$ cat src/design/tgem_pkg.sv
// ---------------------------------------------------------------------------
// tgem_pkg
// Types, codes and constants shared by the touch gesture event mapper.
// ---------------------------------------------------------------------------
package tgem_pkg;

    localparam int COORD_W   = 16;
    localparam int TIME_W    = 32;
    localparam int PROD_W    = 2 * COORD_W;
    localparam int CFG_IDX_W = 4;
    localparam int CFG_DAT_W = 16;

    // status byte decode
    localparam int          STATUS_READY_BIT = 7;
    localparam logic [3:0]  MAX_CONTACTS     = 4'd5;

    // long press re-arm offset
    localparam logic [TIME_W-1:0] LONG_EXTEND_MS = 32'd10000;

    // register indexes
    localparam logic [CFG_IDX_W-1:0] CFG_TOUCH_W  = 4'd0;
    localparam logic [CFG_IDX_W-1:0] CFG_TOUCH_H  = 4'd1;
    localparam logic [CFG_IDX_W-1:0] CFG_DISP_W   = 4'd2;
    localparam logic [CFG_IDX_W-1:0] CFG_DISP_H   = 4'd3;
    localparam logic [CFG_IDX_W-1:0] CFG_ROTATION = 4'd4;
    localparam logic [CFG_IDX_W-1:0] CFG_MIRROR_X = 4'd5;
    localparam logic [CFG_IDX_W-1:0] CFG_MIRROR_Y = 4'd6;
    localparam logic [CFG_IDX_W-1:0] CFG_LONG_MS  = 4'd7;

    // register reset values
    localparam logic [COORD_W-1:0] RST_TOUCH_W = 16'd800;
    localparam logic [COORD_W-1:0] RST_TOUCH_H = 16'd480;
    localparam logic [COORD_W-1:0] RST_DISP_W  = 16'd800;
    localparam logic [COORD_W-1:0] RST_DISP_H  = 16'd480;
    localparam logic [COORD_W-1:0] RST_LONG_MS = 16'd2000;

    // effective quarter turns
    localparam logic [1:0] ROT_0   = 2'd0;
    localparam logic [1:0] ROT_90  = 2'd1;
    localparam logic [1:0] ROT_180 = 2'd2;
    localparam logic [1:0] ROT_270 = 2'd3;

    typedef enum logic [2:0] {
        EV_PRESSED       = 3'd0,
        EV_MOVED         = 3'd1,
        EV_LONG_PRESSED  = 3'd2,
        EV_RELEASED      = 3'd3,
        EV_LONG_RELEASED = 3'd4
    } t_event;

    typedef enum logic [1:0] {
        CNT_NONE  = 2'd0,
        CNT_ONE   = 2'd1,
        CNT_MULTI = 2'd2
    } t_contacts;

    // controller to datapath
    typedef struct packed {
        logic load_in;
        logic map;
        logic mul;
        logic div_start;
        logic commit;
    } t_cmd;

    // datapath to controller
    typedef struct packed {
        logic one_contact;
        logic div_busy;
        logic emit;
    } t_stat;

endpackage

$ cat src/design/tgem_divider.sv
// ---------------------------------------------------------------------------
// tgem_divider
// Restoring divider, one quotient bit per cycle, 32-bit dividend by 16-bit
// divisor. Only the low 16 quotient bits are presented.
// ---------------------------------------------------------------------------
module tgem_divider (
    input  logic                         i_clk,
    input  logic                         i_rst_n,
    input  logic                         i_start,
    input  logic [tgem_pkg::PROD_W-1:0]  i_dividend,
    input  logic [tgem_pkg::COORD_W-1:0] i_divisor,
    output logic                         o_busy,
    output logic [tgem_pkg::COORD_W-1:0] o_quotient
);

    localparam int CNT_W = $clog2(tgem_pkg::PROD_W);

    logic                         r_busy;
    logic [CNT_W-1:0]             r_cnt;
    logic [tgem_pkg::COORD_W-1:0] r_rem;
    logic [tgem_pkg::COORD_W-1:0] r_den;
    logic [tgem_pkg::PROD_W-1:0]  r_quo;

    logic [tgem_pkg::COORD_W:0]   trial;
    logic [tgem_pkg::COORD_W:0]   diff;
    logic                         ge;
    logic [tgem_pkg::COORD_W-1:0] n_rem;

    // one trial subtraction per cycle
    always_comb begin
        trial = {r_rem, r_quo[tgem_pkg::PROD_W-1]};
        diff  = trial - {1'b0, r_den};
        ge    = (trial >= {1'b0, r_den});
        n_rem = ge ? diff[tgem_pkg::COORD_W-1:0] : trial[tgem_pkg::COORD_W-1:0];
    end

    // control
    always_ff @(posedge i_clk) begin
        if (!i_rst_n) begin
            r_busy <= 1'b0;
            r_cnt  <= '0;
        end else if (i_start) begin
            r_busy <= 1'b1;
            r_cnt  <= '0;
        end else if (r_busy) begin
            r_cnt <= r_cnt + 1'b1;
            if (r_cnt == CNT_W'(tgem_pkg::PROD_W - 1)) begin
                r_busy <= 1'b0;
            end
        end
    end

    // datapath: dividend shifts out on top, quotient bits enter at the bottom
    always_ff @(posedge i_clk) begin
        if (i_start) begin
            r_rem <= '0;
            r_den <= i_divisor;
            r_quo <= i_dividend;
        end else if (r_busy) begin
            r_rem <= n_rem;
            r_quo <= {r_quo[tgem_pkg::PROD_W-2:0], ge};
        end
    end

    assign o_busy     = r_busy;
    assign o_quotient = r_quo[tgem_pkg::COORD_W-1:0];

endmodule

$ cat src/design/tgem_datapath.sv
// ---------------------------------------------------------------------------
// tgem_datapath
// Configuration registers, point transform, scaling and gesture state.
// ---------------------------------------------------------------------------
module tgem_datapath #(
    parameter logic [3:0] MAX_CONTACTS = tgem_pkg::MAX_CONTACTS
) (
    input  logic                            i_clk,
    input  logic                            i_rst_n,
    // configuration
    input  logic                            i_cfg_we,
    input  logic [tgem_pkg::CFG_IDX_W-1:0]  i_cfg_index,
    input  logic [tgem_pkg::CFG_DAT_W-1:0]  i_cfg_data,
    // poll item
    input  logic [7:0]                      i_status_byte,
    input  logic [tgem_pkg::COORD_W-1:0]    i_raw_x,
    input  logic [tgem_pkg::COORD_W-1:0]    i_raw_y,
    input  logic [tgem_pkg::TIME_W-1:0]     i_now_ms,
    // control
    input  tgem_pkg::t_cmd                  i_cmd,
    output tgem_pkg::t_stat                 o_stat,
    // result payload
    output logic [2:0]                      o_event_kind,
    output logic [tgem_pkg::COORD_W-1:0]    o_point_x,
    output logic [tgem_pkg::COORD_W-1:0]    o_point_y
);

    localparam int CW = tgem_pkg::COORD_W;
    localparam int TW = tgem_pkg::TIME_W;

    // configuration registers
    logic [CW-1:0] r_touch_w, r_touch_h, r_disp_w, r_disp_h, r_long_ms;
    logic [1:0]    r_rot;
    logic          r_mir_x, r_mir_y;

    always_ff @(posedge i_clk) begin
        if (!i_rst_n) begin
            r_touch_w <= tgem_pkg::RST_TOUCH_W;
            r_touch_h <= tgem_pkg::RST_TOUCH_H;
            r_disp_w  <= tgem_pkg::RST_DISP_W;
            r_disp_h  <= tgem_pkg::RST_DISP_H;
            r_rot     <= 2'd0;
            r_mir_x   <= 1'b0;
            r_mir_y   <= 1'b0;
            r_long_ms <= tgem_pkg::RST_LONG_MS;
        end else if (i_cfg_we) begin
            case (i_cfg_index)
                tgem_pkg::CFG_TOUCH_W:  r_touch_w <= i_cfg_data;
                tgem_pkg::CFG_TOUCH_H:  r_touch_h <= i_cfg_data;
                tgem_pkg::CFG_DISP_W:   r_disp_w  <= i_cfg_data;
                tgem_pkg::CFG_DISP_H:   r_disp_h  <= i_cfg_data;
                tgem_pkg::CFG_ROTATION: r_rot     <= i_cfg_data[1:0];
                tgem_pkg::CFG_MIRROR_X: r_mir_x   <= i_cfg_data[0];
                tgem_pkg::CFG_MIRROR_Y: r_mir_y   <= i_cfg_data[0];
                tgem_pkg::CFG_LONG_MS:  r_long_ms <= i_cfg_data;
                default: begin
                end
            endcase
        end
    end

    // input capture and contact classification
    logic [CW-1:0]        r_raw_x, r_raw_y;
    logic [TW-1:0]        r_now;
    tgem_pkg::t_contacts  r_cls;
    tgem_pkg::t_contacts  in_cls;
    logic [3:0]           in_cnt;

    always_comb begin
        in_cnt = i_status_byte[3:0];
        if (!i_status_byte[tgem_pkg::STATUS_READY_BIT] || (in_cnt >= MAX_CONTACTS)
            || (in_cnt == 4'd0)) begin
            in_cls = tgem_pkg::CNT_NONE;
        end else if (in_cnt == 4'd1) begin
            in_cls = tgem_pkg::CNT_ONE;
        end else begin
            in_cls = tgem_pkg::CNT_MULTI;
        end
    end

    always_ff @(posedge i_clk) begin
        if (i_cmd.load_in) begin
            r_raw_x <= i_raw_x;
            r_raw_y <= i_raw_y;
            r_now   <= i_now_ms;
            r_cls   <= in_cls;
        end
    end

    // mirror and rotate
    logic [CW-1:0] tw1, th1, mx, my, xr, yr, den_x, den_y;
    logic [1:0]    quarter;

    always_comb begin
        tw1     = r_touch_w - 1'b1;
        th1     = r_touch_h - 1'b1;
        mx      = r_mir_x ? (tw1 - r_raw_x) : r_raw_x;
        my      = r_mir_y ? (th1 - r_raw_y) : r_raw_y;
        quarter = r_rot + 1'b1;
        case (quarter)
            tgem_pkg::ROT_90: begin
                xr = my;          yr = tw1 - mx;
                den_x = th1;      den_y = tw1;
            end
            tgem_pkg::ROT_180: begin
                xr = tw1 - mx;    yr = th1 - my;
                den_x = tw1;      den_y = th1;
            end
            tgem_pkg::ROT_270: begin
                xr = th1 - my;    yr = mx;
                den_x = th1;      den_y = tw1;
            end
            default: begin
                xr = mx;          yr = my;
                den_x = tw1;      den_y = th1;
            end
        endcase
    end

    logic [CW-1:0] r_xr, r_yr, r_num_x, r_num_y, r_den_x, r_den_y;
    logic          r_zero_x, r_zero_y;

    always_ff @(posedge i_clk) begin
        if (i_cmd.map) begin
            r_xr     <= xr;
            r_yr     <= yr;
            r_num_x  <= r_disp_w - 1'b1;
            r_num_y  <= r_disp_h - 1'b1;
            r_den_x  <= den_x;
            r_den_y  <= den_y;
            r_zero_x <= (den_x == '0);
            r_zero_y <= (den_y == '0);
        end
    end

    // scaling products
    logic [tgem_pkg::PROD_W-1:0] r_prod_x, r_prod_y;

    always_ff @(posedge i_clk) begin
        if (i_cmd.mul) begin
            r_prod_x <= r_xr * r_num_x;
            r_prod_y <= r_yr * r_num_y;
        end
    end

    // one divider per axis, running side by side
    logic          busy_x, busy_y;
    logic [CW-1:0] quo_x, quo_y;

    tgem_divider u_div_x (
        .i_clk      (i_clk),
        .i_rst_n    (i_rst_n),
        .i_start    (i_cmd.div_start),
        .i_dividend (r_prod_x),
        .i_divisor  (r_den_x),
        .o_busy     (busy_x),
        .o_quotient (quo_x)
    );

    tgem_divider u_div_y (
        .i_clk      (i_clk),
        .i_rst_n    (i_rst_n),
        .i_start    (i_cmd.div_start),
        .i_dividend (r_prod_y),
        .i_divisor  (r_den_y),
        .o_busy     (busy_y),
        .o_quotient (quo_y)
    );

    // gesture state
    logic          r_touch_active, r_long_active;
    logic [CW-1:0] r_last_x, r_last_y;
    logic [TW-1:0] r_press_start;

    logic [CW-1:0]   px, py;
    logic [TW-1:0]   deadline;
    logic            moved, long_due;
    logic            emit;
    tgem_pkg::t_event kind;
    logic            n_touch_active, n_long_active, upd_point, upd_start;
    logic [TW-1:0]   n_press_start;

    // gesture decision
    always_comb begin
        px       = r_zero_x ? {CW{1'b1}} : quo_x;
        py       = r_zero_y ? {CW{1'b1}} : quo_y;
        deadline = r_press_start + {{(TW-CW){1'b0}}, r_long_ms};
        moved    = (px != r_last_x) || (py != r_last_y);
        long_due = !r_long_active && (r_now > deadline);

        emit           = 1'b0;
        kind           = tgem_pkg::EV_PRESSED;
        n_touch_active = r_touch_active;
        n_long_active  = r_long_active;
        upd_point      = 1'b0;
        upd_start      = 1'b0;
        n_press_start  = r_now;

        case (r_cls)
            tgem_pkg::CNT_ONE: begin
                if (!r_touch_active) begin
                    emit           = 1'b1;
                    kind           = tgem_pkg::EV_PRESSED;
                    upd_point      = 1'b1;
                    upd_start      = 1'b1;
                    n_touch_active = 1'b1;
                end else if (moved) begin
                    emit      = 1'b1;
                    kind      = tgem_pkg::EV_MOVED;
                    upd_point = 1'b1;
                end else if (long_due) begin
                    emit          = 1'b1;
                    kind          = tgem_pkg::EV_LONG_PRESSED;
                    n_long_active = 1'b1;
                    upd_start     = 1'b1;
                    n_press_start = r_now + tgem_pkg::LONG_EXTEND_MS;
                end
            end
            tgem_pkg::CNT_NONE: begin
                if (r_touch_active && !r_long_active) begin
                    emit           = 1'b1;
                    kind           = tgem_pkg::EV_RELEASED;
                    n_touch_active = 1'b0;
                end else if (r_long_active) begin
                    emit           = 1'b1;
                    kind           = tgem_pkg::EV_LONG_RELEASED;
                    n_touch_active = 1'b0;
                    n_long_active  = 1'b0;
                end
            end
            default: begin
            end
        endcase
    end

    always_ff @(posedge i_clk) begin
        if (!i_rst_n) begin
            r_touch_active <= 1'b0;
            r_long_active  <= 1'b0;
            r_last_x       <= '0;
            r_last_y       <= '0;
            r_press_start  <= '0;
        end else if (i_cmd.commit) begin
            r_touch_active <= n_touch_active;
            r_long_active  <= n_long_active;
            if (upd_point) begin
                r_last_x <= px;
                r_last_y <= py;
            end
            if (upd_start) begin
                r_press_start <= n_press_start;
            end
        end
    end

    // result register; new points go out with pressed and moved
    tgem_pkg::t_event r_kind;
    logic [CW-1:0]    r_out_x, r_out_y;

    always_ff @(posedge i_clk) begin
        if (i_cmd.commit && emit) begin
            r_kind  <= kind;
            r_out_x <= upd_point ? px : r_last_x;
            r_out_y <= upd_point ? py : r_last_y;
        end
    end

    assign o_event_kind = r_kind;
    assign o_point_x    = r_out_x;
    assign o_point_y    = r_out_y;

    assign o_stat.one_contact = (r_cls == tgem_pkg::CNT_ONE);
    assign o_stat.div_busy    = busy_x || busy_y;
    assign o_stat.emit        = emit;

endmodule

$ cat src/design/tgem_ctrl.sv
// ---------------------------------------------------------------------------
// tgem_ctrl
// Sequencer for one poll item and owner of the result valid flag.
// ---------------------------------------------------------------------------
module tgem_ctrl (
    input  logic             i_clk,
    input  logic             i_rst_n,
    input  logic             i_in_valid,
    output logic             o_in_ready,
    output logic             o_out_valid,
    input  logic             i_out_ready,
    input  tgem_pkg::t_stat  i_stat,
    output tgem_pkg::t_cmd   o_cmd
);

    typedef enum logic [2:0] {
        ST_IDLE,
        ST_MAP,
        ST_MUL,
        ST_START,
        ST_DIV,
        ST_DECIDE
    } t_state;

    t_state r_state;
    logic   r_out_valid;
    logic   slot_free;

    assign slot_free = !r_out_valid || i_out_ready;

    // command decode
    always_comb begin
        o_cmd           = '0;
        o_cmd.load_in   = (r_state == ST_IDLE) && i_in_valid;
        o_cmd.map       = (r_state == ST_MAP);
        o_cmd.mul       = (r_state == ST_MUL);
        o_cmd.div_start = (r_state == ST_START);
        o_cmd.commit    = (r_state == ST_DECIDE) && slot_free;
    end

    // state and result valid
    always_ff @(posedge i_clk) begin
        if (!i_rst_n) begin
            r_state     <= ST_IDLE;
            r_out_valid <= 1'b0;
        end else begin
            if (o_cmd.commit && i_stat.emit) begin
                r_out_valid <= 1'b1;
            end else if (i_out_ready) begin
                r_out_valid <= 1'b0;
            end
            case (r_state)
                ST_IDLE: begin
                    if (i_in_valid) r_state <= ST_MAP;
                end
                ST_MAP: begin
                    r_state <= i_stat.one_contact ? ST_MUL : ST_DECIDE;
                end
                ST_MUL:   r_state <= ST_START;
                ST_START: r_state <= ST_DIV;
                ST_DIV: begin
                    if (!i_stat.div_busy) r_state <= ST_DECIDE;
                end
                ST_DECIDE: begin
                    if (slot_free) r_state <= ST_IDLE;
                end
                default: r_state <= ST_IDLE;
            endcase
        end
    end

    assign o_in_ready  = (r_state == ST_IDLE);
    assign o_out_valid = r_out_valid;

endmodule

$ cat src/design/touch_gesture_event_mapper.sv
// ---------------------------------------------------------------------------
// touch_gesture_event_mapper
// Maps touch controller polls to display-space gesture events.
// ---------------------------------------------------------------------------
// Usage:
//   Input channel (i_in_valid / o_in_ready) takes one poll: status byte, raw
//   first-contact point and a millisecond time. Output channel (o_out_valid /
//   i_out_ready) gives zero or one event per poll with its display point.
//   Config channel (i_cfg_valid / o_cfg_ready) is always ready; write only
//   while no poll is in flight. Unknown register indexes are ignored.
// Timing:
//   A single-contact poll goes from transfer to result through map,
//   multiply, divider load, the bit-serial dividers (one per axis, in
//   parallel), a check that they are done, then the decision. Other polls
//   go from map straight to the decision. One poll is in flight at a time
//   and the next is taken the cycle after the decision.
// Reset and stall:
//   Synchronous reset restores the register defaults and clears the gesture
//   state. A finished event waits in the output register; the next poll is
//   taken meanwhile, and its decision holds until the output register frees.
// ---------------------------------------------------------------------------
module touch_gesture_event_mapper #(
    parameter logic [3:0] MAX_CONTACTS = tgem_pkg::MAX_CONTACTS
) (
    input  logic                            i_clk,
    input  logic                            i_rst_n,
    // poll channel
    input  logic                            i_in_valid,
    output logic                            o_in_ready,
    input  logic [7:0]                      i_status_byte,
    input  logic [tgem_pkg::COORD_W-1:0]    i_raw_x,
    input  logic [tgem_pkg::COORD_W-1:0]    i_raw_y,
    input  logic [tgem_pkg::TIME_W-1:0]     i_now_ms,
    // event channel
    output logic                            o_out_valid,
    input  logic                            i_out_ready,
    output logic [2:0]                      o_event_kind,
    output logic [tgem_pkg::COORD_W-1:0]    o_point_x,
    output logic [tgem_pkg::COORD_W-1:0]    o_point_y,
    // configuration channel
    input  logic                            i_cfg_valid,
    output logic                            o_cfg_ready,
    input  logic [tgem_pkg::CFG_IDX_W-1:0]  i_cfg_index,
    input  logic [tgem_pkg::CFG_DAT_W-1:0]  i_cfg_data
);

    tgem_pkg::t_cmd  cmd;
    tgem_pkg::t_stat stat;

    assign o_cfg_ready = 1'b1;

    tgem_ctrl u_ctrl (
        .i_clk       (i_clk),
        .i_rst_n     (i_rst_n),
        .i_in_valid  (i_in_valid),
        .o_in_ready  (o_in_ready),
        .o_out_valid (o_out_valid),
        .i_out_ready (i_out_ready),
        .i_stat      (stat),
        .o_cmd       (cmd)
    );

    tgem_datapath #(
        .MAX_CONTACTS (MAX_CONTACTS)
    ) u_dp (
        .i_clk         (i_clk),
        .i_rst_n       (i_rst_n),
        .i_cfg_we      (i_cfg_valid),
        .i_cfg_index   (i_cfg_index),
        .i_cfg_data    (i_cfg_data),
        .i_status_byte (i_status_byte),
        .i_raw_x       (i_raw_x),
        .i_raw_y       (i_raw_y),
        .i_now_ms      (i_now_ms),
        .i_cmd         (cmd),
        .o_stat        (stat),
        .o_event_kind  (o_event_kind),
        .o_point_x     (o_point_x),
        .o_point_y     (o_point_y)
    );

endmodule

$ cat config.mk
export PLATFORM = sky130hd
export DESIGN_NAME = touch_gesture_event_mapper
export DESIGN_NICKNAME = d
export VERILOG_FILES = /design/src/design/tgem_pkg.sv /design/src/design/tgem_divider.sv /design/src/design/tgem_datapath.sv /design/src/design/tgem_ctrl.sv /design/src/design/touch_gesture_event_mapper.sv
export SDC_FILE = /design/constraint.sdc
export NUM_CORES = 2
export LEC_CHECK = 0
export ABC_AREA = 1
export BUFFER_PORTS_ARGS = -buffer_cell sky130_fd_sc_hd__buf_4
export CORE_UTILIZATION = 60
export DETAILED_ROUTE_END_ITERATION = 8
export GPL_TIMING_DRIVEN = 0
export PLACE_DENSITY = 0.77
export SLEW_MARGIN = 5
export SYNTH_ARGS = -nofsm -noshare
export SYNTH_HDL_FRONTEND = slang
export SYNTH_SLANG_ARGS = --single-unit
$ cat constraint.sdc
create_clock -name i_clk -period 24.8 [get_ports i_clk]
set_clock_uncertainty 0.15 [all_clocks]
set_input_delay 0 -clock i_clk [delete_from_list [all_inputs] [get_ports i_clk]]
set_output_delay 0 -clock i_clk [all_outputs]
set_load 0.03 [all_outputs]
## Word level (Yosys, flattened, before mapping)

Cells that the tools add are included.

| storage, ports and cells | value |
|---|---|
| register bits after elaboration | 557 |
| input bits | 97 |
| output and inout bits | 38 |
| logic and storage cells | 190 |

| cells by class | value |
|---|---|
| add/sub/neg operators | 15 |
| multipliers | 2 |
| order comparisons | 4 |
| equal/unequal tests | 29 |
| mux-type cells | 60 |
| bitwise logic cells | 1 |
| reductions and logical operators | 37 |

Operators by type and width:

| operator | number |
|---|---|
| two-way mux 32 bit | 8 |
| two-way mux 16 bit | 10 |
| one-hot mux 16 bit (3 select lines) | 2 |
| subtractor 16 bit | 6 |
| multiplier 16 x 16 -> 32 bit | 2 |
| subtractor 16 x 1 -> 16 bit (second input constant) | 4 |
| >= comparator 17 x 16 -> 1 bit | 2 |
| adder 32 x 14 -> 32 bit (second input constant) | 1 |
| adder 32 x 16 -> 32 bit | 1 |
| > comparator 32 bit | 1 |
| logical NOT 16 bit | 2 |
| inequality test 16 bit | 2 |
| two-way mux 1 bit | 25 |
| two-way mux 3 bit | 8 |
| one-hot mux 3 bit (6 select lines) | 1 |
| AND reduction 2 bit | 9 |
| equality test 4 x 3 -> 1 bit (second input constant) | 4 |
| adder 5 x 1 -> 5 bit (second input constant) | 2 |
| equality test 5 bit (second input constant) | 2 |
| equality test 4 x 1 -> 1 bit (second input constant) | 2 |
| equality test 4 x 2 -> 1 bit (second input constant) | 2 |
| logical NOT 4 bit | 2 |
| inequality test 2 bit (second input constant) | 4 |
| nonzero test 2 bit | 4 |
| 21 further kinds | 42 |

## Longest topological paths before layout

| depth | value |
|---|---|
| word-level depth | 9 |
| mapped depth | 31 |
| depth with buffers taken out | 31 |

## Modules after synthesis

A second synthesis with hierarchy kept.

| unflattened totals | value |
|---|---|
| cells, all modules | 6027 |
| area total of the unflattened synthesis | 48368.9 µm² |

By module, submodules not included:

| module | times used | cells each | area an instance (µm²) | sequential area each (µm²) |
|---|---|---|---|---|
| tgem_datapath | 1 | 4930 | 39791.9 | 10900.5 |
| tgem_divider at u_dp.u_div_x | 1 | 526 | 4186.5 | 1881.8 |
| tgem_divider at u_dp.u_div_y | 1 | 526 | 4105.2 | 1881.8 |
| tgem_ctrl | 1 | 43 | 274.0 | 80.1 |
| touch_gesture_event_mapper | 1 | 2 | 11.3 | 0.0 |

## Least setup slack after synthesis

No wires, ideal clock.

| timing path | value |
|---|---|
| path type | reg-to-reg |
| start | register u_ctrl.r_state[2] |
| end | register u_ctrl.r_state[2] |
| setup time | 0.105 ns |
| arrival time | 8.513 ns |
| required time | 24.545 ns |
| setup slack | 16.031 ns |
| cell stages (with the launch flop) | 5 |
| buffers on the path | 1 |
| clock period less this slack | 8.769 ns |
| cells stage by stage | dfxtp_1 clkbuf_1 nor3_1 a2111oi_0 nor3_1 |

| between the ends | value |
|---|---|
| word-level cells in the longest chain between the ends | 3 |
| elaborated cells on any way between the ends | 11 |
| those cells by class | eq/ne: 8; mux: 1; reduce/logical: 2 |

Ends and longest elaborated chain:

| element | line | RTL |
|---|---|---|
| start, declared | tgem_ctrl.sv:25 | `t_state r_state;` |
| start signal, assigned | tgem_ctrl.sv:57 | `r_state <= i_stat.one_contact ? ST_MUL : ST_DECIDE;` |
| equality test 3 bit or logical NOT 3 bit (tied branches) | tgem_ctrl.sv:52 | `case (r_state)` |
| inequality test 2 x 1 -> 1 bit (no source line) or inequality test 2 bit (tied branches) | n/a |  |
| AND reduction 3 bit (no source line) | n/a |  |

Parallel ways exist; a longest one is shown, timed or not.
A chain may end at the register's enable or synchronous reset.

## Worst setup path in the final report

| timing path | value |
|---|---|
| start | register u_dp.r_yr[10] |
| end | register u_dp.r_prod_y[27] (netlist bit), data pin |

| between the ends | value |
|---|---|
| word-level cells in the longest chain between the ends | 1 |

Ends and longest elaborated chain:

| element | line | RTL |
|---|---|---|
| start, declared | tgem_datapath.sv:120 | `logic [CW-1:0] r_xr, r_yr, r_num_x, r_num_y, r_den_x, r_den_y;` |
| start signal, assigned | tgem_datapath.sv:126 | `r_yr <= yr;` |
| multiplier 16 x 16 -> 32 bit | tgem_datapath.sv:142 | `r_prod_y <= r_yr * r_num_y;` |
| end signal, assigned | tgem_datapath.sv:142 |  |
| end, declared | tgem_datapath.sv:137 | `logic [tgem_pkg::PROD_W-1:0] r_prod_x, r_prod_y;` |

No other way between the ends.

==> metrics.yaml <==
initial_core_util_pct: 60.7
worst_pin_slew_ns: 1.28
grt_pass1_vias: 38900
async_flop_share_pct: 0
synth_ff_type: "edfxtp_1"
yosysSeqAreaShare_pct: 31.3
crit_required_ns: 25.02
die-area_mm2: 0.0795
clk_pin_slew_ns: 0.06
critPathMaxStageDelay_ns: 0.59
outcome: "finished clean"
final_common_cell: "nand2_1"
grt_overflow_total: 0
dr.pass1.iters: 6
critPathLaunchType: "flop"
fillers: 6234
nNetsFinal: 6951
rows: 102
ys_seq_elements: 557
hold_viol: 0
synth-edff-count: 359
rsz0062_at_grt: "false"
grt_max_degree: 36
ant_nets: 0
die-height_um: 282
via_count: 39500
synth_cell_types: 61
gp_congestion: 0.972
fin_crit_ns: 7.24
numCtsBuffers: 60
syn_avg_cell_area_um2: 8.23
core_mm2: 0.0775
clkSinkCount: 557
drv_slew: 0
cts_tree: "yes"
synth_nets: 6562
vias_per_cell: 5.48
drtIter0Drc: 3677
slowest_stage: "fa_1"
cpLargestDelayFamily: "adder cells"
cp-end-kind: "flop"
clock_latency_ns: 0.67
fmax_mhz: 138
wirelength_mm: 131
crit_chain: "clkbuf_1 -> clkbuf_1 -> nand2_1 -> fa_1 -> inv_1 -> fa_1 -> inv_1 -> fa_1 -> inv_1 -> fa_1 -> fa_1 -> inv_1 -> fa_1 -> inv_1 -> ha_1 -> a21oi_1 -> inv_1 -> a21oi_1 -> o21ai_0 -> a21oi_1 -> o21bai_1 -> a21oi_1 -> o21ai_0 -> xor2_1"
cp_max_fo: 10
hp-class: "in -> reg"
cp.arrival_ns: 7.46
ctsLongestPathBuffers: 3
syn-cell-area_mm2: 0.0471
dp_hpwl_mm: 101
globalRouteTotalUtil_pct: 33.9
wl_per_cell_um: 18.2
syn_inst: 5715
drive_above_1_share_pct: 6.30
cts-root-buf: "clkbuf_16"
criticalPathCategory: "reg -> reg"
setup_viol: 0
yosysWarnings: 0
drv_cap: 0
final_cell_mix: "nand2_1 (1430), inv_1 (1102), fa_1 (395), edfxtp_1 (359), ha_1 (355)"
area_delta_synth_final_pct: 13.8
slew_headroom_pct: 14.8
cts_max_level: 2
grt_first_pass_wirelength_mm: 208
timing.final.crit_share_pct: 29.2
tns_ns: 0
antenna_found_initial: 3
drc_errors: 0
post-route-util_pct: 69.1
pin_count: 135
die_w_um: 282
critPathBufInv: 8
portBuffers: 129
## synthesized netlist by cell type (9+ instances only)
cell / n / area share [%]
a21o_1: 18 / 0.29
a21oi_1: 239 / 2.5
a21oi_2: 18 / 0.34
a31oi_1: 17 / 0.23
buf_6: 10 / 0.24
clkbuf_1: 205 / 1.6
dfxtp_1: 198 / 8.4
edfxtp_1: 359 / 23
fa_1: 395 / 17
ha_1: 355 / 9.4
inv_1: 1104 / 8.8
nand2_1: 1430 / 11
nand3_1: 160 / 1.7
nand4_1: 36 / 0.48
nor2_1: 346 / 2.8
nor2_2: 14 / 0.19
nor3_1: 58 / 0.62
nor4_1: 9 / 0.12
o2111ai_1: 22 / 0.41
o211ai_1: 33 / 0.53
o21a_1: 10 / 0.16
o21ai_0: 236 / 2.5
o21ai_1: 63 / 0.67
o21ai_2: 37 / 0.69
o21bai_1: 10 / 0.16
or2_2: 17 / 0.23
xnor2_1: 73 / 1.4
xor2_1: 158 / 2.9
## routing by layer
layer | up-vias | wire length [µm] | global-route usage [%]
li1 | 18700 | - | -
met1 | 18700 | 54000 | 45.1
met2 | 1685 | 60800 | 55.7
met3 | 364 | 10500 | 4.66
met4 | 0 | 5900 | 13.8
met5 | - | 0 | 0
## final cells by class
class | count | area [µm²] | share of cell area (%)
antenna | 1 | 2.50 | 0.00467
multi-input combinational | 3814 | 27100 | 50.7
clock inverter | 36 | 448 | 0.837
inverter | 1112 | 4180 | 7.81
sequential | 557 | 14700 | 27.5
timing repair buffer | 327 | 2970 | 5.55
tap | 1040 | 1300 | 2.43
buffer | 232 | 1000 | 1.87
clock buffer | 77 | 1750 | 3.26
## state kept, by name (all words and copies together) (netlist names), 32 cells and up
register            count
u_dp.r_now             32
u_dp.r_press_start     32
u_dp.r_prod_x          32
u_dp.r_prod_y          32
u_dp.u_div_x.r_quo     32
u_dp.u_div_y.r_quo     32
## final timing paths
| kind | start | end | slack [ns] | cells past startpoint |
|---|---|---|---|---|
| setup reg to reg | u_dp.r_yr[10] | u_dp.r_prod_y[27] | 17.56 | 24 |
| hold reg to reg | u_dp.r_den_y[1] | u_dp.u_div_y.r_den[1] | 0.26 | 0 |
| hold / removal | i_out_ready | u_ctrl.o_out_valid | 0.03 | 5 |
| setup / recovery | u_dp.r_yr[10] | u_dp.r_prod_y[27] | 17.56 | 24 |
## repair_timing
item,4_1_cts,5_1_grt
resized for setup,0,0
endpoints found under the hold margin,188,0
buffers inserted,0,0
hold buffers,180,0
## through the flow
step                      instance area (µm²)  instances  setup WS (ns)  hold slack (ns)
after floorplan                         47100       5715          16.03          -0.0511
after global placement                  49300       6884          12.62           0.0279
after detailed placement                49500       6902          17.67           0.0293
after CTS                               53500       7195          17.63           0.0160
after global routing                    53500       7195          17.27           0.0564
final                                   53500       7196          17.56           0.0315
## tightest hold or removal path, stage by stage
cell and delay [ns]:
dlygate4sd3_1 0.52, buf_4 0.11, inv_1 0.04, nand2_1 0.07, a21oi_1 0.06
## logic make-up after synthesis
kind of cell	synth area share [%]
AO/OA/AOI/OAI	9.04
XOR/XNOR	4.30
adder cells (fa/ha/maj)	26.2
buffers and inverters	11.0
flip-flops	31.3
other	0.00797
AND/OR/NAND/NOR	18.1
Power is left out: the tool's default activity adds up to more than one toggle a clock period on the data nets, which glitch-free logic cannot reach.
